`config.mk`:
```
export PLATFORM = sky130hd
export DESIGN_NAME = gamma_contrast_stretch
export DESIGN_NICKNAME = d
export VERILOG_FILES = /design/src/rtl/gcs_pkg.sv /design/src/rtl/gcs_qmul.sv /design/src/rtl/gcs_div.sv /design/src/rtl/gamma_contrast_stretch.sv
export SDC_FILE = /design/constraint.sdc
export NUM_CORES = 1
export LEC_CHECK = 0
export BUFFER_PORTS_ARGS = -buffer_cell sky130_fd_sc_hd__clkbuf_2
export CORE_UTILIZATION = 25
export CTS_CLUSTER_DIAMETER = 200
export DETAILED_ROUTE_END_ITERATION = 16
export PLACE_DENSITY_LB_ADDON = 0.2
export SLEW_MARGIN = 5
export SYNTH_ARGS = -nofsm -noshare
export SYNTH_HDL_FRONTEND = slang
export SYNTH_HIERARCHICAL = 1
export SYNTH_SLANG_ARGS = --single-unit
```
`constraint.sdc`:
```
create_clock -name i_clk -period 19.1 [get_ports i_clk]
set_clock_uncertainty 0.05 [all_clocks]
set_input_delay 0.955 -clock i_clk [delete_from_list [all_inputs] [get_ports i_clk]]
set_output_delay 0.955 -clock i_clk [all_outputs]
set_load 0.01 [all_outputs]
```
`src/rtl/gcs_pkg.sv`:
```
// ----------------------------------------------------------------------------
// gcs_pkg
// Shared types and constants for the gamma contrast stretch block.
// ----------------------------------------------------------------------------
package gcs_pkg;

    localparam int unsigned FRACTION_BITS_DEF = 16;
    localparam int unsigned PIX_W             = 8;
    localparam int unsigned GAMMA_W           = 7;

    localparam logic [PIX_W-1:0]   PIX_MAX      = 8'hFF;
    localparam logic [PIX_W-1:0]   DARK_RESET   = 8'hFF;
    localparam logic [PIX_W-1:0]   BRIGHT_RESET = 8'h00;
    localparam logic [GAMMA_W-1:0] GAMMA_RESET  = 7'd1;

    localparam logic MODE_SCAN = 1'b0;
    localparam logic MODE_MAP  = 1'b1;

    typedef struct packed {
        logic busy;
        logic done;
    } t_div_stat;

endpackage

```
`src/rtl/gcs_qmul.sv`:
```
// ----------------------------------------------------------------------------
// gcs_qmul
// Shared fixed-point multiplier with round-to-nearest on the fraction bits.
// ----------------------------------------------------------------------------
module gcs_qmul #(
    parameter int unsigned FRACTION_BITS = gcs_pkg::FRACTION_BITS_DEF
) (
    input  logic [FRACTION_BITS:0] i_a,
    input  logic [FRACTION_BITS:0] i_b,
    output logic [FRACTION_BITS:0] o_y
);
    import gcs_pkg::*;

    localparam int unsigned PW = 2 * FRACTION_BITS + 2;
    localparam logic [PW-1:0] HALF = PW'(1) << (FRACTION_BITS - 1);

    logic [PW-1:0] prod;
    logic [PW-1:0] rnd;

    assign prod = PW'(i_a) * PW'(i_b);
    assign rnd  = prod + HALF;
    assign o_y  = rnd[2*FRACTION_BITS:FRACTION_BITS];

endmodule

```
`src/rtl/gcs_div.sv`:
```
// ----------------------------------------------------------------------------
// gcs_div
// Restoring serial divider, one quotient bit per cycle, for the pixel ratio.
// ----------------------------------------------------------------------------
module gcs_div #(
    parameter int unsigned FRACTION_BITS = gcs_pkg::FRACTION_BITS_DEF
) (
    input  logic                             i_clk,
    input  logic                             i_rst_n,
    input  logic                             i_start,
    input  logic [FRACTION_BITS+7:0]         i_num,
    input  logic [gcs_pkg::PIX_W-1:0]        i_den,
    output logic [FRACTION_BITS:0]           o_quot,
    output gcs_pkg::t_div_stat               o_stat
);
    import gcs_pkg::*;

    localparam int unsigned CW = $clog2(FRACTION_BITS + 1);
    localparam logic [CW-1:0] LAST = CW'(FRACTION_BITS);

    logic [PIX_W-1:0]       r_rem, n_rem;
    logic [FRACTION_BITS:0] r_sh,  n_sh;
    logic [PIX_W-1:0]       r_den, n_den;
    logic [CW-1:0]          r_cnt, n_cnt;
    logic                   r_busy, n_busy;
    logic                   r_done, n_done;
    logic [PIX_W:0]         trial;
    logic [PIX_W:0]         diff;
    logic                   fits;

    assign trial = {r_rem, r_sh[FRACTION_BITS]};
    assign diff  = trial - {1'b0, r_den};
    assign fits  = (trial >= {1'b0, r_den});

    always_comb begin
        n_rem  = r_rem;
        n_sh   = r_sh;
        n_den  = r_den;
        n_cnt  = r_cnt;
        n_busy = r_busy;
        n_done = 1'b0;
        if (i_start) begin
            n_rem  = {1'b0, i_num[FRACTION_BITS+7:FRACTION_BITS+1]};
            n_sh   = i_num[FRACTION_BITS:0];
            n_den  = i_den;
            n_cnt  = '0;
            n_busy = 1'b1;
        end else if (r_busy) begin
            n_rem = fits ? diff[PIX_W-1:0] : trial[PIX_W-1:0];
            n_sh  = {r_sh[FRACTION_BITS-1:0], fits};
            n_cnt = r_cnt + CW'(1);
            if (r_cnt == LAST) begin
                n_busy = 1'b0;
                n_done = 1'b1;
            end
        end
    end

    always_ff @(posedge i_clk) begin
        if (!i_rst_n) begin
            r_busy <= 1'b0;
            r_done <= 1'b0;
            r_cnt  <= '0;
        end else begin
            r_busy <= n_busy;
            r_done <= n_done;
            r_cnt  <= n_cnt;
        end
    end

    always_ff @(posedge i_clk) begin
        r_rem <= n_rem;
        r_sh  <= n_sh;
        r_den <= n_den;
    end

    assign o_quot      = r_sh;
    assign o_stat.busy = r_busy;
    assign o_stat.done = r_done;

endmodule

```
`src/rtl/gamma_contrast_stretch.sv`:
```
// ----------------------------------------------------------------------------
// gamma_contrast_stretch
// Contrast stretch with integer gamma on 8-bit gray pixels.
// ----------------------------------------------------------------------------
// Input channel (i_in_valid / o_in_stall) carries mode, frame_start, gray_in.
// A scan item (mode 0) updates the tracked darkest and brightest levels
// and gives no output; frame_start restarts tracking.
// A map item (mode 1) gives one output item (o_out_valid / i_out_stall):
// gray_out = 255 * ((p - min) / (max - min)) ^ gamma, and flat_range when
// max <= min (gray_out 0 then).
// A map item runs the serial divider for the ratio (skipped when the pixel
// lies outside the range), then one multiply step per gamma bit up to the
// highest set one, with a squaring step between them, on the shared
// multiplier, then a final scale step and a step that loads the output; the
// next item can be taken in the cycle after the result loads. Flat maps skip
// the divider and the multiplier.
// The input is stalled while a map item is in work. A finished result waits
// in the output register while the receiver stalls; the next item is taken
// meanwhile but cannot complete until that register frees.
// Gamma is set by APB at byte address 0; the user writes it only while idle.
// Reset: gamma 1, darkest 255, brightest 0, no output pending.
// ----------------------------------------------------------------------------
module gamma_contrast_stretch #(
    parameter int unsigned FRACTION_BITS = gcs_pkg::FRACTION_BITS_DEF
) (
    input  logic                          i_clk,
    input  logic                          i_rst_n,
    input  logic                          i_in_valid,
    output logic                          o_in_stall,
    input  logic                          i_mode,
    input  logic                          i_frame_start,
    input  logic [gcs_pkg::PIX_W-1:0]     i_gray_in,
    output logic                          o_out_valid,
    input  logic                          i_out_stall,
    output logic [gcs_pkg::PIX_W-1:0]     o_gray_out,
    output logic                          o_flat_range,
    input  logic                          psel,
    input  logic                          penable,
    input  logic                          pwrite,
    input  logic [2:0]                    paddr,
    input  logic [31:0]                   pwdata,
    output logic [31:0]                   prdata,
    output logic                          pready
);
    import gcs_pkg::*;

    localparam int unsigned QW = FRACTION_BITS + 1;
    localparam int unsigned NW = FRACTION_BITS + 8;
    localparam logic [QW-1:0] ONE_Q = QW'(1) << FRACTION_BITS;

    localparam logic [2:0] S_IDLE  = 3'd0;
    localparam logic [2:0] S_DIV   = 3'd1;
    localparam logic [2:0] S_MUL   = 3'd2;
    localparam logic [2:0] S_SQ    = 3'd3;
    localparam logic [2:0] S_SCALE = 3'd4;
    localparam logic [2:0] S_DONE  = 3'd5;

    logic [2:0]         r_state, n_state;
    logic [GAMMA_W-1:0] r_gamma;
    logic [PIX_W-1:0]   r_dark, n_dark;
    logic [PIX_W-1:0]   r_bright, n_bright;
    logic [GAMMA_W-1:0] r_g, n_g;
    logic [QW-1:0]      r_acc, n_acc;
    logic [QW-1:0]      r_base, n_base;
    logic [PIX_W-1:0]   r_res, n_res;
    logic               r_flat, n_flat;
    logic               r_out_valid, n_out_valid;
    logic [PIX_W-1:0]   r_gray_out, n_gray_out;
    logic               r_flat_out, n_flat_out;

    logic               in_acc;
    logic               cfg_wr;
    logic               div_start;
    logic [NW-1:0]      div_num;
    logic [PIX_W-1:0]   span;
    logic [PIX_W-1:0]   offs;
    logic [QW-1:0]      div_quot;
    t_div_stat          div_stat;
    logic [QW-1:0]      mul_a;
    logic [QW-1:0]      mul_b;
    logic [QW-1:0]      mul_y;
    logic               out_free;

    assign pready = 1'b1;
    assign cfg_wr = psel & penable & pwrite & pready & ~paddr[2];
    assign prdata = paddr[2] ? 32'd0 : {{(32 - GAMMA_W){1'b0}}, r_gamma};

    always_ff @(posedge i_clk) begin
        if (!i_rst_n) begin
            r_gamma <= GAMMA_RESET;
        end else if (cfg_wr) begin
            r_gamma <= pwdata[GAMMA_W-1:0];
        end
    end

    assign o_in_stall = (r_state != S_IDLE);
    assign in_acc     = i_in_valid & ~o_in_stall;
    assign out_free   = ~r_out_valid | ~i_out_stall;

    assign span    = r_bright - r_dark;
    assign offs    = i_gray_in - r_dark;
    assign div_num = ({offs, {FRACTION_BITS{1'b0}}}) + NW'(span >> 1);

    gcs_div #(
        .FRACTION_BITS (FRACTION_BITS)
    ) u_div (
        .i_clk   (i_clk),
        .i_rst_n (i_rst_n),
        .i_start (div_start),
        .i_num   (div_num),
        .i_den   (span),
        .o_quot  (div_quot),
        .o_stat  (div_stat)
    );

    always_comb begin
        mul_a = r_acc;
        mul_b = r_base;
        unique case (r_state)
            S_SQ:    mul_a = r_base;
            S_SCALE: begin
                mul_a = QW'(PIX_MAX);
                mul_b = r_acc;
            end
            default: mul_a = r_acc;
        endcase
    end

    gcs_qmul #(
        .FRACTION_BITS (FRACTION_BITS)
    ) u_qmul (
        .i_a (mul_a),
        .i_b (mul_b),
        .o_y (mul_y)
    );

    always_comb begin
        n_state     = r_state;
        n_dark      = r_dark;
        n_bright    = r_bright;
        n_g         = r_g;
        n_acc       = r_acc;
        n_base      = r_base;
        n_res       = r_res;
        n_flat      = r_flat;
        n_out_valid = r_out_valid & i_out_stall;
        n_gray_out  = r_gray_out;
        n_flat_out  = r_flat_out;
        div_start   = 1'b0;
        unique case (r_state)
            S_IDLE: begin
                if (in_acc) begin
                    if (i_mode == MODE_SCAN) begin
                        if (i_frame_start) begin
                            n_dark   = i_gray_in;
                            n_bright = i_gray_in;
                        end else begin
                            if (i_gray_in < r_dark)   n_dark   = i_gray_in;
                            if (i_gray_in > r_bright) n_bright = i_gray_in;
                        end
                    end else begin
                        n_g   = r_gamma;
                        n_acc = ONE_Q;
                        if (r_bright <= r_dark) begin
                            n_flat  = 1'b1;
                            n_res   = '0;
                            n_state = S_DONE;
                        end else begin
                            n_flat = 1'b0;
                            if (i_gray_in <= r_dark) begin
                                n_base  = '0;
                                n_state = S_MUL;
                            end else if (i_gray_in >= r_bright) begin
                                n_base  = ONE_Q;
                                n_state = S_MUL;
                            end else begin
                                div_start = 1'b1;
                                n_state   = S_DIV;
                            end
                        end
                    end
                end
            end
            S_DIV: begin
                if (div_stat.done) begin
                    n_base  = (div_quot > ONE_Q) ? ONE_Q : div_quot;
                    n_state = S_MUL;
                end
            end
            S_MUL: begin
                if (r_g[0]) n_acc = mul_y;
                n_state = (r_g[GAMMA_W-1:1] == '0) ? S_SCALE : S_SQ;
            end
            S_SQ: begin
                n_base  = mul_y;
                n_g     = r_g >> 1;
                n_state = S_MUL;
            end
            S_SCALE: begin
                n_res   = (mul_y > QW'(PIX_MAX)) ? PIX_MAX : mul_y[PIX_W-1:0];
                n_state = S_DONE;
            end
            S_DONE: begin
                if (out_free) begin
                    n_out_valid = 1'b1;
                    n_gray_out  = r_res;
                    n_flat_out  = r_flat;
                    n_state     = S_IDLE;
                end
            end
            default: n_state = S_IDLE;
        endcase
    end

    always_ff @(posedge i_clk) begin
        if (!i_rst_n) begin
            r_state     <= S_IDLE;
            r_dark      <= DARK_RESET;
            r_bright    <= BRIGHT_RESET;
            r_out_valid <= 1'b0;
        end else begin
            r_state     <= n_state;
            r_dark      <= n_dark;
            r_bright    <= n_bright;
            r_out_valid <= n_out_valid;
        end
    end

    always_ff @(posedge i_clk) begin
        r_g        <= n_g;
        r_acc      <= n_acc;
        r_base     <= n_base;
        r_res      <= n_res;
        r_flat     <= n_flat;
        r_gray_out <= n_gray_out;
        r_flat_out <= n_flat_out;
    end

    assign o_out_valid  = r_out_valid;
    assign o_gray_out   = r_gray_out;
    assign o_flat_range = r_flat_out;

endmodule
```
# Word-level counts from Yosys, hierarchy flattened
# Index checks and enable logic that the tools add are counted.
word_totals:
  elab_cells: 136
  inputBits: 52
  register_bits: 126
  output_inout_bits: 44
classes:
  n_mul: 1
  muxes: 54
  reduce_logical: 21
  n_lt_le_gt_ge: 8
  n_eq_ne: 14
  bitwise: 13
  addsub: 6
ops:
  columns: ["op", "count"]
  rows:
  - ["$mux W17", 13]
  - ["$mux W8", 9]
  - ["$pmux W17 S2", 2]
  - ["$pmux W17 S3", 1]
  - ["$mux W7", 5]
  - ["$add A33 B16 Y33 const B", 1]
  - ["$mul A17 B17 Y33", 1]
  - ["$add A24 B7 Y24", 1]
  - ["$sub A8 B8 Y8", 3]
  - ["$reduce_and A4 Y1", 5]
  - ["$mux W3", 6]
  - ["$pmux W3 S6", 1]
  - ["$gt A17 B17 Y1 const B", 1]
  - ["$gt A17 B8 Y1 const B", 1]
  - ["$le A8 B8 Y1", 2]
  - ["$pmux W8 S2", 1]
  - ["$pmux W7 S2", 1]
  - ["$mux W1", 13]
  - ["$ne A2 B2 Y1 const B", 6]
  - ["$reduce_bool A2 Y1", 6]
  - ["$ge A9 B8 Y1", 1]
  - ["$ge A8 B8 Y1", 1]
  - ["$gt A8 B8 Y1", 1]
  - ["$lt A8 B8 Y1", 1]
  - ["other kinds (19)", 34]

# Logic depth before layout (Yosys ltp)
# Gate-level depths: netlist (run 1).
depth:
  depth_word: 8
  depth_mapped: 32

# Hierarchy
# The synthesis (run 1) kept the hierarchy.
by_module_without_submodules:
  columns: ["mod", "seq_area_each_um2", "area_per_inst_um2", "n_inst", "cells_per_inst"]
  rows:
  - ["gcs_qmul", 0.0, 9334.0, 1, 1051]
  - ["gamma_contrast_stretch", 2312.2, 5108.6, 1, 505]
  - ["gcs_div", 1121.1, 2183.3, 1, 193]

# Worst setup path before layout (run 1)
# No wires, ideal clock.
synth_timing:
  path_type: "flip-flop to flip-flop"
  startpoint: "reg r_state[2]"
  endpoint: "reg r_res[2], data pin"
  setup_slack_ns: 11.849
  path_stages_with_launch: 29
  arrival_time_ns: 6.935
  path_buffers: 2
  period_less_slack_ns: 7.251
  t_required_ns: 18.784
  path_cell_list: "dfxtp_1 -> nor2_1 -> and2_1 -> clkbuf_1 -> a21oi_1 -> a22o_1 -> clkbuf_1 -> nand2_1 -> fa_1 -> fa_1 -> fa_1 -> inv_1 -> fa_1 -> fa_1 -> inv_1 -> fa_1 -> inv_1 -> ha_1 -> a21oi_1 -> o21ai_0 -> a21oi_1 -> o21ai_4 -> a31oi_1 -> o21ai_1 -> xor2_1 -> nor4_1 -> nand3_1 -> nor2_1 -> nor2_1"
synth_via:
  elab_chain_len: 7
  word_cells_on_any_way: 10
  classes_between: "add/sub: 1; mul: 1; order compare: 1; eq/ne: 2; mux: 4; reduce/logical: 1"
synth_lines:
  columns: ["element", "line", "rtl"]
  rows:
  - ["start: declaration", "gamma_contrast_stretch.sv:58", "logic [2:0] r_state, n_state;"]
  - ["start signal: assignment", "gamma_contrast_stretch.sv:222", "r_state <= n_state;"]
  - ["$eq A3 B3 Y1 / $eq A3 B2 Y1 (equally long branches)", "gamma_contrast_stretch.sv:119", "unique case (r_state)"]
  - ["$pmux W17 S2 (*)", "gamma_contrast_stretch.sv:119", null]
  - ["via mul_a[15]", "gamma_contrast_stretch.sv:79", "logic [QW-1:0] mul_a;"]
  - ["$mul A17 B17 Y33 (*)", "gcs_qmul.sv:20", "assign prod = PW'(i_a) * PW'(i_b);"]
  - ["$add A33 B16 Y33 (*)", "gcs_qmul.sv:21", "assign rnd = prod + HALF;"]
  - ["via mul_y[10]", "gamma_contrast_stretch.sv:81", "logic [QW-1:0] mul_y;"]
  - ["$gt A17 B8 Y1 (*)", "gamma_contrast_stretch.sv:200", "n_res = (mul_y > QW'(PIX_MAX)) ? PIX_MAX : mul_y[PIX_W-1:0];"]
  - ["$mux W8 (*)", "gamma_contrast_stretch.sv:200", null]
  - ["$pmux W8 S2 (*)", "gamma_contrast_stretch.sv:150", "unique case (r_state)"]
  - ["end signal: assignment", "gamma_contrast_stretch.sv:233", "r_res <= n_res;"]
  - ["end: declaration", "gamma_contrast_stretch.sv:65", "logic [PIX_W-1:0] r_res, n_res;"]
# The timed path passes the listed nets; every way through them passes the cells marked *.
# A chain may end at the register's enable or synchronous reset.

# Final worst setup path (run 1)
layout_timing:
  startpoint: "reg r_state[1]"
  endpoint: "reg r_res[5], data pin"
# Same word-level chain as after synthesis.

==> results of run 1 <==
per-stage QoR:
step,std cells,setup slack [ns],util (%),hold WS (ns),area [µm²]
2_1_floorplan,1781,11.85,-,0.350,16700
3_3_place_gp,2612,9.88,26.9,0.361,17700
3_5_place_dp,2612,9.82,26.9,0.362,17700
4_1_cts,2644,9.79,27.8,0.370,18300
5_1_grt,2644,9.22,27.8,0.377,18300
6_report,2644,9.76,27.8,0.370,18300
path summary, 6_finish.rpt:
path                                 endpoint        from  cells after the start  slack, ns
worst min-delay path            o_gray_out[4]    r_res[4]                      0       0.37
worst max register to register       r_res[5]  r_state[1]                     26       9.76
worst min register to register  o_gray_out[4]    r_res[4]                      0       0.37
worst max-delay path                 r_res[5]  r_state[1]                     26       9.76
registers in the layout, indices dropped and copies added, names as in the netlist, 7 cells and up:
name	count
r_dark	8
u_div/o_quot	17
r_gamma	7
u_div/r_rem	8
u_div/r_den	8
o_gray_out	8
r_res	8
r_bright	8
r_acc	17
r_g	7
r_base	17
cell type report:
| type | instances | area (µm²) |
|---|---|---|
| Timing Repair Buffer | 56 | 315 |
| Clock buffer | 29 | 574 |
| Tap cell | 864 | 1080 |
| Multi-Input combinational cell | 1258 | 11700 |
| Sequential cell | 126 | 3430 |
| Fill cell | 6984 | 47500 |
| Clock inverter | 3 | 16.3 |
| Inverter | 308 | 1160 |
routing by layer:
| layer | vias up | GRT usage (%) | wire (µm) |
|---|---|---|---|
| met2 | 143 | 21.5 | 20100 |
| met1 | 5892 | 17.7 | 19900 |
| met3 | 29 | 1.43 | 975 |
| met4 | 0 | 2.78 | 638 |
| li1 | 5598 | - | - |
| met5 | - | 0 | 0 |
worst max-delay path: cells and delay by family (launching register included):
family          cells  cell delay [ns]
compound gates      6             1.31
xor+xnor            1             0.21
fa+ha+maj           7             3.30
buf+inv             4             0.20
flops               1             0.77
simple gates        8             3.20
cells in the final DEF (no fill, tap or decap), types with 24 or more instances in the layout:
cell and count:
o21ai_0 29, xnor2_1 24, conb_1 35, inv_1 307
fa_1 226, mux2_2 35, nor2_1 62, dfxtp_1 35
and2_1 175, nand2_1 211, edfxtp_1 91, clkbuf_2 42
nor2b_1 29, a21oi_1 41, ha_1 146
==> key figures, run 1 <==
Timing
  – FMAX: 107 MHz
  – Post-layout minimum cycle time: between 9 and 10 ns
  – Max-slew violation count: 0
  – Tightest Pin Transition: 1.19 ns
  – Final worst-path cycle share: 48.9%
  – Hold Vio Cnt, Final: 0
  – RSZ-0062 raised after global routing: no
  – Setup Viol. Count Final: 0
  – Relative slew slack: approximately a fifth
  – Setup TNS: 0 ns

Placed design
  – Routability cong.: 0.778
  – Dpl hpwl: ~32,000 µm
  – Buffers on Ports: 42

Layout
  – # nets final: ~2,200
  – Number of diodes: 0
  – Layout overhead on the synthesized area: 10.0%
  – Fraction of layout cells with a size suffix above 1: 8.37%

Clock network
  – Max Root-Sink Buffers: 2
  – Clk_lat worst skew: 0.43 ns
  – Cells resized by post-CTS repair: 0
  – CTS tree: built
  – Post-CTS Hold Fix Bufs: 0
  – Post-CTS Setup Bufs: 0
  – Inserted Clock Buffers: 17
  – Root Driver: clkbuf_16
  – Sink Count: 126
  – CTS H-tree lvls: 4
  – Clock slew at reported path FFs: 0.05 ns

Worst setup path
  – Crit-path slowest cell: nand3_1
  – Setup crit start kind: flip-flop
  – Worst EP arrival: between 9 and 10 ns
  – Worst EP required: between 15 and 20 ns
  – CP endpoint kind: flip-flop
  – Kind of critical path: flip-flop to flip-flop
  – Most used cell, CP: fa_1
  – Critical path's largest stage delay: 0.87 ns
  – Critical Path Fanout Max: 19

Floorplanning
  – CORE AREA: 65,700 µm²
  – Initial Util: 25.3%
  – Standard-cell row count: 94
  – Die X: 260 µm
  – Die ar.: 67,500 µm²
  – I/O pin cnt: 96
  – Chip Height: 260 µm

Global routing
  – GR Util All Layers: 12.9%
  – Vias in the first global route: 12,400
  – First-pass GRT wire length: around 70,000 µm
  – Largest net degree at the start of global routing: 39
  – Antenna violations before repair: 0
  – GR Overflow Total: 0

Status
  – Status: complete, no violations

Detailed routing
  – Drt first pass iters: 5
  – Initial DRC count: 729
  – Antenna viol nets, final: 0
  – Drt total wl: between 40,000 and 50,000 µm
  – # DRC: 0
  – Routed vias: approximately 12,000
  – Vias/cell: 4.41
  – WL per Instance: around 16 µm

Synthesis
  – Syn. warnings: 6
  – Syn Area/Cell: about 9.5 µm²
  – Post-synthesis cell count: between 1,500 and 2,000
  – Synth Cell Area: around 17,000 µm²

Flow run
  – MaxCap Viol Count: 0

Hold path
  – Worst hold path class: flip-flop to flip-flop
Power of run 1 is not shown: default switching activity piles up to over one toggle a cycle in this logic, so the estimate is an artifact.
==> run 2, diff against run 1 <==
==> constraint.sdc (replaced) <==
create_clock -name i_clk -period 8.13 [get_ports i_clk]
set_clock_uncertainty 0.05 [all_clocks]
set_input_delay 0.4065 -clock i_clk [delete_from_list [all_inputs] [get_ports i_clk]]
set_output_delay 0.4065 -clock i_clk [all_outputs]
set_load 0.01 [all_outputs]
==> run 2 against run 1 <==
Compared with the run above: setup slack worse by 9.3 ns; first-iteration DRC count down 4.8%; hold slack got worse by 0.21 ns; via count grew 0.99%; die area stayed put; register-to-register slack got worse by 9.3 ns; clock-buffer cell count fell by 9; cell count grew 0.91%; sequential share of layout area shrank 0.18 points.
==> key figures, run 2 (same netlist as run 1, synthesis figures left out) <==
Status
  – Status: complete, no violations (unchanged)

Global routing
  – Largest net degree at the start of global routing: 39 (unchanged)
  – Antenna violations before repair: 1 (was 0)
  – Met2 usage: 21.4% (was 21.5%)
  – Met1 GRT Util: 18.3% (was 17.7%)
  – Vias in the first global route: 12,500 (was 12,400)
  – GR Layer Usage met3: 1.10% (was 1.43%)
  – GR Util All Layers: 12.9% (about the same)
  – GR Overflow Total: 0 (unchanged)
  – Most used routing layer in global routing: met2 (unchanged)
  – First-pass GRT wire length: 69,000 µm (was 68,400 µm)

Floorplanning
  – Die X: 260 µm (unchanged)
  – Initial Util: 25.3% (unchanged)
  – Standard-cell row count: 94 (unchanged)
  – CORE AREA: 65,700 µm² (unchanged)
  – I/O pin cnt: 96 (unchanged)
  – Chip Height: 260 µm (unchanged)
  – Die ar.: 67,500 µm² (unchanged)

Clock network
  – Clock slew at reported path FFs: 0.06 ns (was 0.05 ns)
  – Inserted Clock Buffers: 17 (unchanged)
  – Post-CTS Hold Fix Bufs: 0 (unchanged)
  – Clk_lat worst skew: 0.42 ns (was 0.43 ns)
  – Max Root-Sink Buffers: 2 (unchanged)
  – Post-CTS Setup Bufs: 0 (unchanged)
  – Root Driver: clkbuf_16 (unchanged)
  – CTS H-tree lvls: 4 (unchanged)
  – CTS tree: built (unchanged)
  – Sink Count: 126 (unchanged)

Timing
  – Setup TNS: 0 ns (unchanged)
  – Relative slew slack: 18.3% (was 20.4%)
  – FMAX: 130 MHz (was 107 MHz)
  – Post-layout minimum cycle time: 7.67 ns (was 9.34 ns)
  – RSZ-0062 raised after global routing: no (unchanged)
  – Tightest Pin Transition: 1.23 ns (was 1.19 ns)
  – Hold Vio Cnt, Final: 0 (unchanged)
  – Setup Viol. Count Final: 0 (unchanged)
  – Final worst-path cycle share: 94.3% (was 48.9%)
  – Max-slew violation count: 0 (unchanged)

Worst setup path
  – Most used cell, CP: fa_1 (unchanged)
  – Crit-path slowest cell: o22a_1 (was nand3_1)
  – Setup crit start kind: flip-flop (unchanged)
  – Worst EP arrival: 7.79 ns (was 9.45 ns)
  – Bufs and invs on worst path: 5 (was 4)
  – Critical Path Fanout Max: 10 (was 19)
  – Worst EP required: 8.25 ns (was 19.21 ns)
  – CP top delay family: adder cells (unchanged)
  – Kind of critical path: flip-flop to flip-flop (unchanged)
  – Critical path's largest stage delay: 0.54 ns (was 0.87 ns)
  – CP endpoint kind: flip-flop (unchanged)

Detailed routing
  – Drt first pass iters: 5 (unchanged)
  – Vias/cell: 4.41 (about the same)
  – Drt total wl: 41,800 µm (was 41,600 µm)
  – Antenna viol nets, final: 0 (unchanged)
  – Routed vias: 11,800 (was 11,700)
  – WL per Instance: 15.7 µm (about the same)
  – Initial DRC count: 694 (was 729)
  – # DRC: 0 (unchanged)

Layout
  – Fraction of layout cells with a size suffix above 1: 10.0% (was 8.37%)
  – # nets final: 2,215 (was 2,191)
  – Leading cell type in the layout, fill and taps excluded: inv_1 (unchanged)
  – Commonest non-fill, non-tap cells in the layout: inv_1 (307), fa_1 (226), nand2_1 (211), and2_1 (175), ha_1 (146) (unchanged)
  – Layout overhead on the synthesized area: 11.2% (was 10.0%)
  – Number of diodes: 0 (unchanged)

Flow run
  – MaxCap Viol Count: 0 (unchanged)

Placed design
  – Routability cong.: 0.801 (was 0.778)
  – Dpl hpwl: 33,300 µm (was 31,900 µm)
  – Buffers on Ports: 42 (unchanged)

Hold path
  – Worst hold path class: input port to flip-flop (was flip-flop to flip-flop)
[run 2: changes by cell type in the layout (fill, tap and decap cells not counted), moves of 3 or more]
cell	previous run	this run
clkbuf_16	20	17
clkbuf_8	4	0
a22o_1	22	17
buf_4	14	35
clkinv_1	0	7
a22o_2	0	5
buf_12	0	3
[run 2: tightest hold or removal path: stages]
cell and delay (ns):
clkbuf_2 0.08, mux2i_1 0.06, nand2_1 0.06
[run 2: metrics by stage]
stage	util, %	std cells	setup WS, ns	hold slack (ns)	area [µm²]
floorplan	-	1781	0.879	0.350	16700
global placement	27.2	2636	0.105	0.357	17900
global route	28.1	2668	0.00783	0.161	18500
detailed placement	27.2	2636	0.123	0.356	17900
finish	28.1	2668	0.462	0.161	18500
CTS	28.0	2668	0.0823	0.138	18400
[run 2: path summary, 6_finish.rpt]
path | start | endpoint | slack, ns | depth (start not counted)
max reg2reg | r_state[0] | r_res[3] | 0.46 | 28
max | r_state[0] | r_res[3] | 0.46 | 28
min reg2reg | r_res[4] | o_gray_out[4] | 0.37 | 0
min | pwdata[0] | r_gamma[0] | 0.16 | 3
[run 2: metal layers]
layer / wire, µm / up-vias
li1: - / 5636
met1: 20800 / 5977
met2: 19800 / 134
met3: 849 / 30
met4: 429 / 0
met5: 0 / -
[run 2: area by class of cell]
cell class,count,area [µm²]
Fill cell,6986,47300
Tap cell,864,1080
Multi-Input combinational cell,1258,11700
Timing Repair Buffer,80,533
Clock inverter,12,101
Clock buffer,20,437
Inverter,308,1160
Sequential cell,126,3430
[run 2: timing repair]
item                                    in CTS  in global routing
endpoints found under the setup margin       0                  8
resized for setup                            0                 13
hold endpoints to repair                     0                  0
Power of run 2 is left out for the same reason.
==> run 3, diff against run 2 <==
==> constraint.sdc (replaced) <==
create_clock -name i_clk -period 9.81 [get_ports i_clk]
set_clock_uncertainty 0.05 [all_clocks]
set_input_delay 0.4905 -clock i_clk [delete_from_list [all_inputs] [get_ports i_clk]]
set_output_delay 0.4905 -clock i_clk [all_outputs]
set_load 0.01 [all_outputs]
==> run 3 against run 2 <==
Compared with the run above: utilization decreased by 0.13 points; non-clock buffer count fell by 12; global-route usage decreased by 0.065 points; setup slack better by 0.39 ns; fmax fell by 14%; critical path type unchanged; sequential share of layout area rose by 0.077 points; die area unchanged; critical endpoint is now r_res[1]; register-to-register slack improved by 0.39 ns; first-iteration DRC count decreased by 17%.
==> key figures, run 3 (same netlist as run 1, synthesis figures left out) <==
Status
  – Status: complete, no violations (unchanged)

Layout
  – Commonest non-fill, non-tap cells in the layout: inv_1 (307), fa_1 (226), nand2_1 (211), and2_1 (175), ha_1 (146) (unchanged)
  – Layout overhead on the synthesized area: 10.7% (was 11.2%)
  – # nets final: 2,203 (was 2,215)
  – Leading cell type in the layout, fill and taps excluded: inv_1 (unchanged)
  – Core Util, Final: 28.0% (was 28.1%)
  – Fraction of layout cells with a size suffix above 1: 8.93% (was 10.0%)

Clock network
  – Post-CTS Hold Fix Bufs: 0 (unchanged)
  – Root Driver: clkbuf_16 (unchanged)
  – Sink Count: 126 (unchanged)
  – Clock slew at reported path FFs: 0.06 ns (about the same)
  – Inserted Clock Buffers: 17 (unchanged)
  – Max Root-Sink Buffers: 2 (unchanged)
  – CTS H-tree lvls: 4 (unchanged)
  – Clk_lat worst skew: 0.42 ns (about the same)
  – CTS tree: built (unchanged)
  – Cells resized by post-CTS repair: 0 (unchanged)
  – Post-CTS Setup Bufs: 0 (unchanged)

Placed design
  – Buffers on Ports: 42 (unchanged)
  – Routability cong.: 0.799 (was 0.801)
  – Setup WS pre-CTS: 0.851 ns (was 0.123 ns)
  – Dpl hpwl: 32,900 µm (was 33,300 µm)

Global routing
  – Antenna violations before repair: 0 (was 1)
  – Vias in the first global route: 12,600 (was 12,500)
  – Largest net degree at the start of global routing: 39 (unchanged)
  – GR Overflow Total: 0 (unchanged)
  – First-pass GRT wire length: 68,600 µm (was 69,000 µm)
  – GR Util All Layers: 12.9% (about the same)

Timing
  – Final worst-path cycle share: 91.4% (was 94.3%)
  – Setup Viol. Count Final: 0 (unchanged)
  – Final WS setup: 0.847 ns (was 0.462 ns)
  – Max-slew violation count: 0 (unchanged)
  – Setup TNS: 0 ns (unchanged)
  – Tightest Pin Transition: 1.16 ns (was 1.23 ns)
  – RSZ-0062 raised after global routing: no (unchanged)
  – Post-layout minimum cycle time: 8.96 ns (was 7.67 ns)
  – Hold Vio Cnt, Final: 0 (unchanged)
  – Relative slew slack: 22.1% (was 18.3%)
  – FMAX: 112 MHz (was 130 MHz)

Detailed routing
  – Drt first pass iters: 4 (was 5)
  – Drt total wl: 41,900 µm (was 41,800 µm)
  – # DRC: 0 (unchanged)
  – Vias/cell: 4.41 (about the same)
  – Initial DRC count: 576 (was 694)
  – WL per Instance: 15.8 µm (was 15.7 µm)
  – Antenna viol nets, final: 0 (unchanged)
  – Routed vias: 11,700 (was 11,800)

Flow run
  – MaxCap Viol Count: 0 (unchanged)

Worst setup path
  – Setup crit start kind: flip-flop (unchanged)
  – R2R cell count: 25 (was 28)
  – Worst EP required: 9.93 ns (was 8.25 ns)
  – Kind of critical path: flip-flop to flip-flop (unchanged)
  – Critical Path Fanout Max: 19 (was 10)
  – Worst EP arrival: 9.08 ns (was 7.79 ns)
  – CP endpoint kind: flip-flop (unchanged)

Hold path
  – Hold path depth: 3 (unchanged)
  – Worst hold path class: input port to flip-flop (unchanged)

Floorplanning
  – Chip Height: 260 µm (unchanged)
  – Die ar.: 67,500 µm² (unchanged)
  – Standard-cell row count: 94 (unchanged)
  – I/O pin cnt: 96 (unchanged)
  – CORE AREA: 65,700 µm² (unchanged)
  – Initial Util: 25.3% (unchanged)
  – Die X: 260 µm (unchanged)
-- run 3: layer usage --
metal	vias to the layer above	part of all wire [%]	wire [µm]	GRT usage [%]
li1	5614	-	-	-
met1	5904	48	20000	17.8
met2	169	48	20100	21.5
met3	32	2.9	1230	1.42
met4	0	1.4	596	2.71
met5	-	0	0	0
-- run 3: worst paths after layout --
| kind | slack, ns | startpoint | to |
|---|---|---|---|
| max reg2reg | 0.85 | r_state[1] | r_res[1] |
| min reg2reg | 0.37 | r_res[6] | o_gray_out[6] |
| max | 0.85 | r_state[1] | r_res[1] |
| min | 0.24 | pwdata[0] | r_gamma[0] |
-- run 3: critical path: stages, from the launching register on --
cell	delay, ns
dfxtp_1	0.74
nand2_1	0.64
nand2_1	0.21
nand3_1	0.73
buf_4	0.43
and2_1	0.17
fa_1	0.52
fa_1	0.44
fa_1	0.51
fa_1	0.45
fa_1	0.50
inv_1	0.05
fa_1	0.48
inv_1	0.04
ha_1	0.38
a21oi_2	0.21
o21ai_0	0.11
a31oi_1	0.36
a21o_2	0.26
a31oi_4	0.11
a221oi_2	0.28
xnor2_1	0.20
nor4_1	0.22
nand3_1	0.33
nor2_1	0.19
nor2_1	0.06
-- run 3: stage by stage --
step / instances / cell area (µm²) / hold slack [ns]
after floorplan: 1781 / 16700 / 0.350
after global placement: 2624 / 17800 / 0.365
after detailed placement: 2624 / 17800 / 0.362
after CTS: 2656 / 18400 / 0.227
after global routing: 2656 / 18400 / 0.237
final: 2657 / 18400 / 0.241
-- run 3: cell type report --
class,instances,area (µm²)
Fill cell,7002,47400
Multi-Input combinational cell,1258,11700
Sequential cell,126,3430
Inverter,308,1160
Tap cell,864,1080
Clock buffer,18,429
Timing Repair Buffer,68,418
Clock inverter,14,174
Antenna cell,1,2.50
Power of run 3 is left out for the same reason.
